File: src/himm_pkg.sv
package himm_pkg;

	typedef enum logic [1:0] {
		REGION_ROM  = 2'd0,
		REGION_VRAM = 2'd1,
		REGION_ERAM = 2'd2,
		REGION_INT  = 2'd3
	} region_t;

	typedef enum logic [2:0] {
		MASK_NONE = 3'd0,
		MASK_FF   = 3'd1,
		MASK_C0   = 3'd2,
		MASK_40   = 3'd3,
		MASK_60   = 3'd4
	} mask_t;

	typedef enum logic {
		OP_READ  = 1'b0,
		OP_WRITE = 1'b1
	} op_t;

	localparam logic [15:0] HRAM_BASE   = 16'hFE00;
	localparam logic [15:0] UNUSED_LO   = 16'hFEA0;
	localparam logic [15:0] UNUSED_HI   = 16'hFEFF;
	localparam logic [15:0] DIV_ADDR    = 16'hFF04;

	typedef struct packed {
		region_t    region;
		logic       wram_we;
		logic       hram_we;
		logic       hram_sel;
		logic       zero_rd;
		mask_t      mask;
		logic [7:0] wdata;
	} dec_t;

	function automatic logic [7:0] apply_mask(mask_t m, logic [7:0] b);
		logic [7:0] r;
		unique case (m)
			MASK_NONE: r = b;
			MASK_FF:   r = 8'hFF;
			MASK_C0:   r = b & 8'hC0;
			MASK_40:   r = b & 8'h40;
			MASK_60:   r = b & 8'h60;
			default:   r = b;
		endcase
		return r;
	endfunction

endpackage

File: src/himm_dec.sv
module himm_dec import himm_pkg::*; (
	input  logic [15:0] bus_address,
	input  logic        opcode,
	input  logic [7:0]  write_data,
	output dec_t        dec
);

	logic is_int;
	logic is_hram;
	logic unusable;
	logic is_wr;

	always_comb begin
		is_wr    = (op_t'(opcode) == OP_WRITE);
		unusable = (bus_address >= UNUSED_LO) && (bus_address <= UNUSED_HI);
		is_hram  = (bus_address >= HRAM_BASE);

		priority if (!bus_address[15]) begin
			dec.region = REGION_ROM;
		end else if (bus_address[14:13] == 2'b00) begin
			dec.region = REGION_VRAM;
		end else if (bus_address[14:13] == 2'b01) begin
			dec.region = REGION_ERAM;
		end else begin
			dec.region = REGION_INT;
		end
		is_int = (dec.region == REGION_INT);

		dec.wram_we  = is_int && !is_hram && is_wr;
		dec.hram_we  = is_int && is_hram && !unusable && is_wr;
		dec.hram_sel = is_hram;
		dec.zero_rd  = !is_int || is_wr || unusable;
		dec.wdata    = (bus_address == DIV_ADDR) ? 8'h00 : write_data;

		unique case (bus_address)
			16'hFF03, 16'hFF08, 16'hFF09, 16'hFF0A,
			16'hFF0B, 16'hFF0C, 16'hFF0D, 16'hFF0E: dec.mask = MASK_FF;
			16'hFF11, 16'hFF16, 16'hFF1A:           dec.mask = MASK_C0;
			16'hFF14, 16'hFF19, 16'hFF1E, 16'hFF23: dec.mask = MASK_40;
			16'hFF1C:                               dec.mask = MASK_60;
			default:                                dec.mask = MASK_NONE;
		endcase
	end

endmodule

File: config.mk
export PLATFORM = sky130hd
export DESIGN_NAME = himm_dec
export DESIGN_NICKNAME = d
export VERILOG_FILES = /design/src/himm_pkg.sv /design/src/himm_dec.sv
export SDC_FILE = /design/constraint.sdc
export NUM_CORES = 1
export LEC_CHECK = 0
export ABC_AREA = 1
export BUFFER_PORTS_ARGS = -buffer_cell sky130_fd_sc_hd__buf_4
export CAP_MARGIN = 20
export CORE_AREA = 2 2 39 41
export DETAILED_ROUTE_END_ITERATION = 12
export DIE_AREA = 0 0 41 43
export PLACE_DENSITY = 0.66
export SKIP_LAST_GASP = 1
export SYNTH_ARGS = -nofsm -noshare
export SYNTH_HDL_FRONTEND = slang
export SYNTH_SLANG_ARGS = --single-unit
File: constraint.sdc
create_clock -name vclk -period 1.5
set_input_delay 0.3 -clock vclk [all_inputs]
set_output_delay 0.3 -clock vclk [all_outputs]
set_load 0.01 [all_outputs]
==> results of run 1 <==
cell type report:
type	instances	area, um^2	area share (%)
Inverter	19	71.32	8.934
Timing Repair Buffer	51	405.4	50.78
Tap cell	16	20.02	2.508
Multi-Input combinational cell	57	301.5	37.77
logic make-up (layout without fill, tap and decap cells):
kind of cell | count (synthesis) | after routing
buffers and inverters | 20 | 70
and+or+nand+nor | 54 | 54
AOI/OAI and AO/OA | 3 | 3
metrics by stage:
step            TNS, ns  cell area (um^2)  utilization (%)  std cells
6_report       -0.05494             798.3            57.69        143
2_1_floorplan         0             344.1                -         77
3_3_place_gp    -0.4984             732.0            52.89        142
3_5_place_dp    -0.4814             732.0            52.89        142
5_1_grt          -1.160             798.3            57.69        143
4_1_cts         -0.3261             789.5            57.05        143
per-layer routing:
layer	wire length, um	up-vias	part of all wire (%)
met1	467	248	37
met2	629	31	49
li1	-	334	-
met4	0	0	0
met3	180	0	14
met5	0	-	0
what timing repair did:
action | 4_1_cts | 5_1_grt
endpoints found under the hold margin | 0 | 0
resized for setup | 11 | 2
setup buffers | 1 | 0
endpoints found under the setup margin | 9 | 12
hold buffers | 0 | 0
pin swaps | 10 | 9
cell usage in the layout (no fill, tap or decap), drive strengths merged:
master / Yosys / layout
inv: 19 / 19
nor2: 19 / 19
nand3: 9 / 9
a21oi: 1 / 1
nand4: 2 / 2
o21ai: 2 / 2
nand2: 17 / 17
buf: 1 / 51
nor3: 7 / 7
how the worst min path moves through the flow:
| stage | to | slack, ns | cells past startpoint |
|---|---|---|---|
| after floorplan | dec[15] | 0.68 | 1 |
| after global placement | dec[15] | 0.88 | 3 |
| after detailed placement | dec[15] | 0.88 | 3 |
| after CTS | dec[11] | 0.90 | 4 |
| after global routing | dec[7] | 0.92 | 4 |
| final | dec[11] | 0.89 | 4 |
power by group through the flow:
| stage | clock, uW | combinational (uW) | sequential (uW) |
|---|---|---|---|
| 6_report | 0 | 173 | 0 |
| 5_1_grt | 0 | 189 | 0 |
| 4_1_cts | 0 | 170 | 0 |
| 3_5_place_dp | 0 | 155 | 0 |
| 3_3_place_gp | 0 | 153 | 0 |
| 2_1_floorplan | 0 | 51.4 | 0 |
==> results_dict.tcl, run 1 <==
set metrics [dict create \
    outcome "finished, violations left" \
    violations "negative setup slack" \
    cp_max_fo 8 \
    ys_types 13 \
    synth_top_cells_by_area "inv_1 21%, nor2_1 20%, nand2_1 17%" \
    fillers 147 \
    synth_seq_area_share_pct 0 \
    cp_slowest_stage_delay_ns 0.31 \
    post-place-ws_ns -0.06631 \
    yosysWarnings 0 \
    syn_avg_cell_area_um2 4.469 \
    power_density_mw_per_mm2 216.2 \
    leakagePower_uw 0.0004917 \
    vias 613 \
    dpl.hpwl_um 1035 \
    post_drt_wl_per_cell_um 8.930 \
    crit_end "dec[1]" \
    p_comb_share_pct 100.0 \
    syn_inst 77 \
    fin_nets 154 \
    max_freq_ghz 0.6580 \
    ir_worst_vdd_uv 81.76 \
    synth-compound-area-share_pct 4.364 \
    rsz0062_at_grt "true" \
    power_switching_uw 72.79 \
    nFlopsAndLatches 0 \
    worst_setup_path_end_kind "output port" \
    crit_chain "buf_8 > nand2_4 > nor2_4 > nand4_4 > nor3_4 > nor2_1 > buf_4" \
    tightest_slew_ns 0.3036 \
    cp_top_family "simple AND/OR/NAND/NOR gates" \
    min_path_type "in -> out" \
    synthMuxAreaShare_pct 0 \
    crit_start "bus_address[14]" \
    portBuffers 42 \
    use_met2_pct 26.56 \
    syn_to_final_growth_pct 132.0 \
    grtUsageMet1_pct 13.33 \
    grt_max_degree 9 \
    avgViaCountPerCell 4.287 \
    cp_num_cells 7 \
    critPathBufInv 2 \
    yosys.area_share.adder_pct 0 \
    synth_xor_xnor_area_share_pct 0 \
    swShare_pct 42.18 \
    slew_headroom_pct 79.70 \
    top_usage_layer "met2" \
    initial_core_util_pct 24.86 \
    dieArea_mm2 0.001763 \
    n_antenna_cell 0 \
    first_global_vias 469 \
    track_usage_pct 13.10 \
    total_power_uw 172.6 \
    syn_area_um2 344.1 \
    synth-simple-area-share_pct 72.73 \
    cap_viol_max_count 0 \
    holdWs_ns 0.8936 \
    min_from "opcode" \
    setup_viol_count_final 6 \
    setup_ws_ns -0.01985 \
    slowest_stage "nor3_4" \
    synth_top_family_by_area "simple AND/OR/NAND/NOR gates" \
    core_area_mm2 0.001384 \
    worstPathRequired_ns 1.20 \
    yosys.area.top_type "inv_1" \
    yosysMostFrequentCell "inv_1" \
    period_needed_ns 1.520 \
    die_h_um 43 \
    internal_power_uw 99.79 \
    critPathKind "in -> out" \
    detail-route-antenna-nets 0 \
    wl_um 1277 \
    clkbuf_count 0 \
    finalHoldViolCount 0 \
    io_pins 42 \
    met3_usage_pct 2.094 \
    synth_nets 102 \
    setup.worst_path.start_class "input port" \
    synthTopCellsByCount "19 x inv_1, 18 x nor2_1, 16 x nand2_1, 9 x nand3_1, 6 x nor3_1" \
    critPathArrivalTime_ns 1.22 \
    fp-row-count 14 \
    grt_pass1_wl_um 1697 \
    drc 0 \
    seq_power_share_pct 0 \
    synth_top_area_share_pct 20.73 \
    period_share_pct 101.3 \
    drt_iter0_markers 6 \
    drive_gt1_share_pct 45.67 \
    dr.pass1.iters 3 \
    place_congestion 0.7856 \
    die_w_um 41 \
    regArea_um2 0 \
    grt_overflow 0 \
    maxSlewViolCount 0 \
    clkPwrFrac_pct 0 \
    antenna_found_initial 0 \
]
Note: power is estimated with default switching activity, not from simulation.
==> inputs of run 2 (changes only) <==
MAX_ROUTING_LAYER = met4   (was default)
clock period = 1.59 ns   (was 1.5 ns; I/O delays follow)
==> run 2 against run 1 <==
  * The flow now finishes without violations
  * Sequential share of layout area unchanged
  * Sequential cell count unchanged
  * Global-route usage decreased by 0.70 points
  * Critical endpoint unchanged
  * Largest cell class unchanged
  * Largest power group unchanged
==> results_dict.tcl, run 2 (synthesis gave the netlist of run 1 again) <==
set metrics [dict create \
    die_h_um 43 \
    min_path_type "in -> out" \
    dpl.hpwl_um 1008 \
    internal_power_uw 88.14 \
    slowest_stage "nor3_4" \
    maxSlewViolCount 0 \
    cp_top_family "simple AND/OR/NAND/NOR gates" \
    fillers 148 \
    place_inst 137 \
    detail-route-antenna-nets 0 \
    fin_nets 150 \
    crit_chain "buf_6 > nand2_4 > nor2_4 > nand4_4 > nor3_4 > nor2_1 > buf_4" \
    cts_hold_buf 0 \
    layout_common_cells "42 x buf_4, 17 x nor2_1, 16 x inv_1" \
    grt_max_degree 9 \
    drc 0 \
    swShare_pct 43.28 \
    first_global_vias 451 \
    fin_util_pct 55.70 \
    critPathKind "in -> out" \
    fp-row-count 14 \
    die_w_um 41 \
    drive_gt1_share_pct 47.15 \
    seq_power_share_pct 0 \
    core_area_mm2 0.001384 \
    antenna_found_initial 0 \
    io_pins 42 \
    final_common_cell "buf_4" \
    cp_num_cells 7 \
    tightest_slew_ns 0.3153 \
    p_comb_share_pct 100.0 \
    initial_core_util_pct 24.86 \
    cp_slowest_stage_delay_ns 0.32 \
    whs_endpoint "dec[11]" \
    track_usage_pct 12.40 \
    period_share_pct 99.85 \
    grt_overflow 0 \
    syn_to_final_growth_pct 124.0 \
    portBuffers 42 \
    place_congestion 0.8105 \
    setup.worst_path.start_class "input port" \
    grt_pass1_wl_um 1593 \
    setup_ws_ns 0.002338 \
    period_needed_ns 1.588 \
    final_cells 139 \
    wl_um 1278 \
    regArea_um2 0 \
    worstPathRequired_ns 1.27 \
    max_freq_ghz 0.6299 \
    power_switching_uw 67.25 \
    finalHoldViolCount 0 \
    worst_setup_path_end_kind "output port" \
    cap_viol_max_count 0 \
    drt_iter0_markers 5 \
    outcome "finished clean" \
    avgViaCountPerCell 4.338 \
    min_from "opcode" \
    cp_max_fo 8 \
    dieArea_mm2 0.001763 \
    critPathBufInv 2 \
    vias 603 \
    post_drt_wl_per_cell_um 9.194 \
    setup_viol_count_final 0 \
    slew_headroom_pct 78.91 \
    power_density_mw_per_mm2 201.6 \
    critPathArrivalTime_ns 1.27 \
    clkPwrFrac_pct 0 \
    n_antenna_cell 0 \
    rsz0062_at_grt "true" \
    dr.pass1.iters 4 \
    clkbuf_count 0 \
    hold_depth 4 \
    post-place-ws_ns -0.01165 \
    ir_worst_vdd_uv 80.58 \
    nFlopsAndLatches 0 \
    leakagePower_uw 0.0004705 \
]
[run 2: power by group through the flow]
| stage | combinational, uW | sequential (uW) | clock, uW |
|---|---|---|---|
| 5_1_grt | 171 | 0 | 0 |
| 6_report | 155 | 0 | 0 |
| 4_1_cts | 138 | 0 | 0 |
| 2_1_floorplan | 48.5 | 0 | 0 |
| 3_5_place_dp | 137 | 0 | 0 |
| 3_3_place_gp | 136 | 0 | 0 |
[run 2: final cells by class]
class / instances / area (um^2) / share of cell area, %
well taps: 16 / 20.02 / 2.597
inverters: 19 / 71.32 / 9.253
multi-input cells: 57 / 304.0 / 39.45
repair buffers: 47 / 375.4 / 48.70
[run 2: metal layers]
metal / routed length (um) / vias to the layer above / global-route usage, %
li1: - / 331 / -
met1: 462 / 241 / 14.29
met2: 637 / 31 / 22.81
met3: 178 / 0 / 1.571
met4: 0 / 0 / 0
met5: 0 / - / -
[run 2: repair_timing]
| action | 4_1_cts | 5_1_grt |
|---|---|---|
| resized for setup | 1 | 16 |
| endpoints found under the setup margin | 6 | 12 |
| buffers inserted | 0 | 2 |
| gates cloned | 0 | 0 |
| pin swaps | 1 | 9 |
[run 2: worst max path at each step]
| stage | end | startpoint |
|---|---|---|
| floorplan | dec[0] | bus_address[3] |
| global placement | dec[8] | bus_address[5] |
| detailed placement | dec[5] | bus_address[1] |
| CTS | dec[5] | bus_address[3] |
| global route | dec[3] | bus_address[12] |
| finish | dec[1] | bus_address[12] |
[run 2: stage by stage]
step / hold WS (ns) / total power [uW] / TNS, ns / instance area, um^2
after floorplan: 0.7175 / 48.50 / 0 / 344.1
after global placement: 0.9150 / 135.9 / -0.005468 / 694.4
after detailed placement: 0.9142 / 136.6 / -0.03645 / 694.4
after CTS: 0.9150 / 137.9 / 0 / 699.4
after global routing: 0.9521 / 171.1 / -0.7592 / 770.7
final: 0.9218 / 155.4 / 0 / 770.7
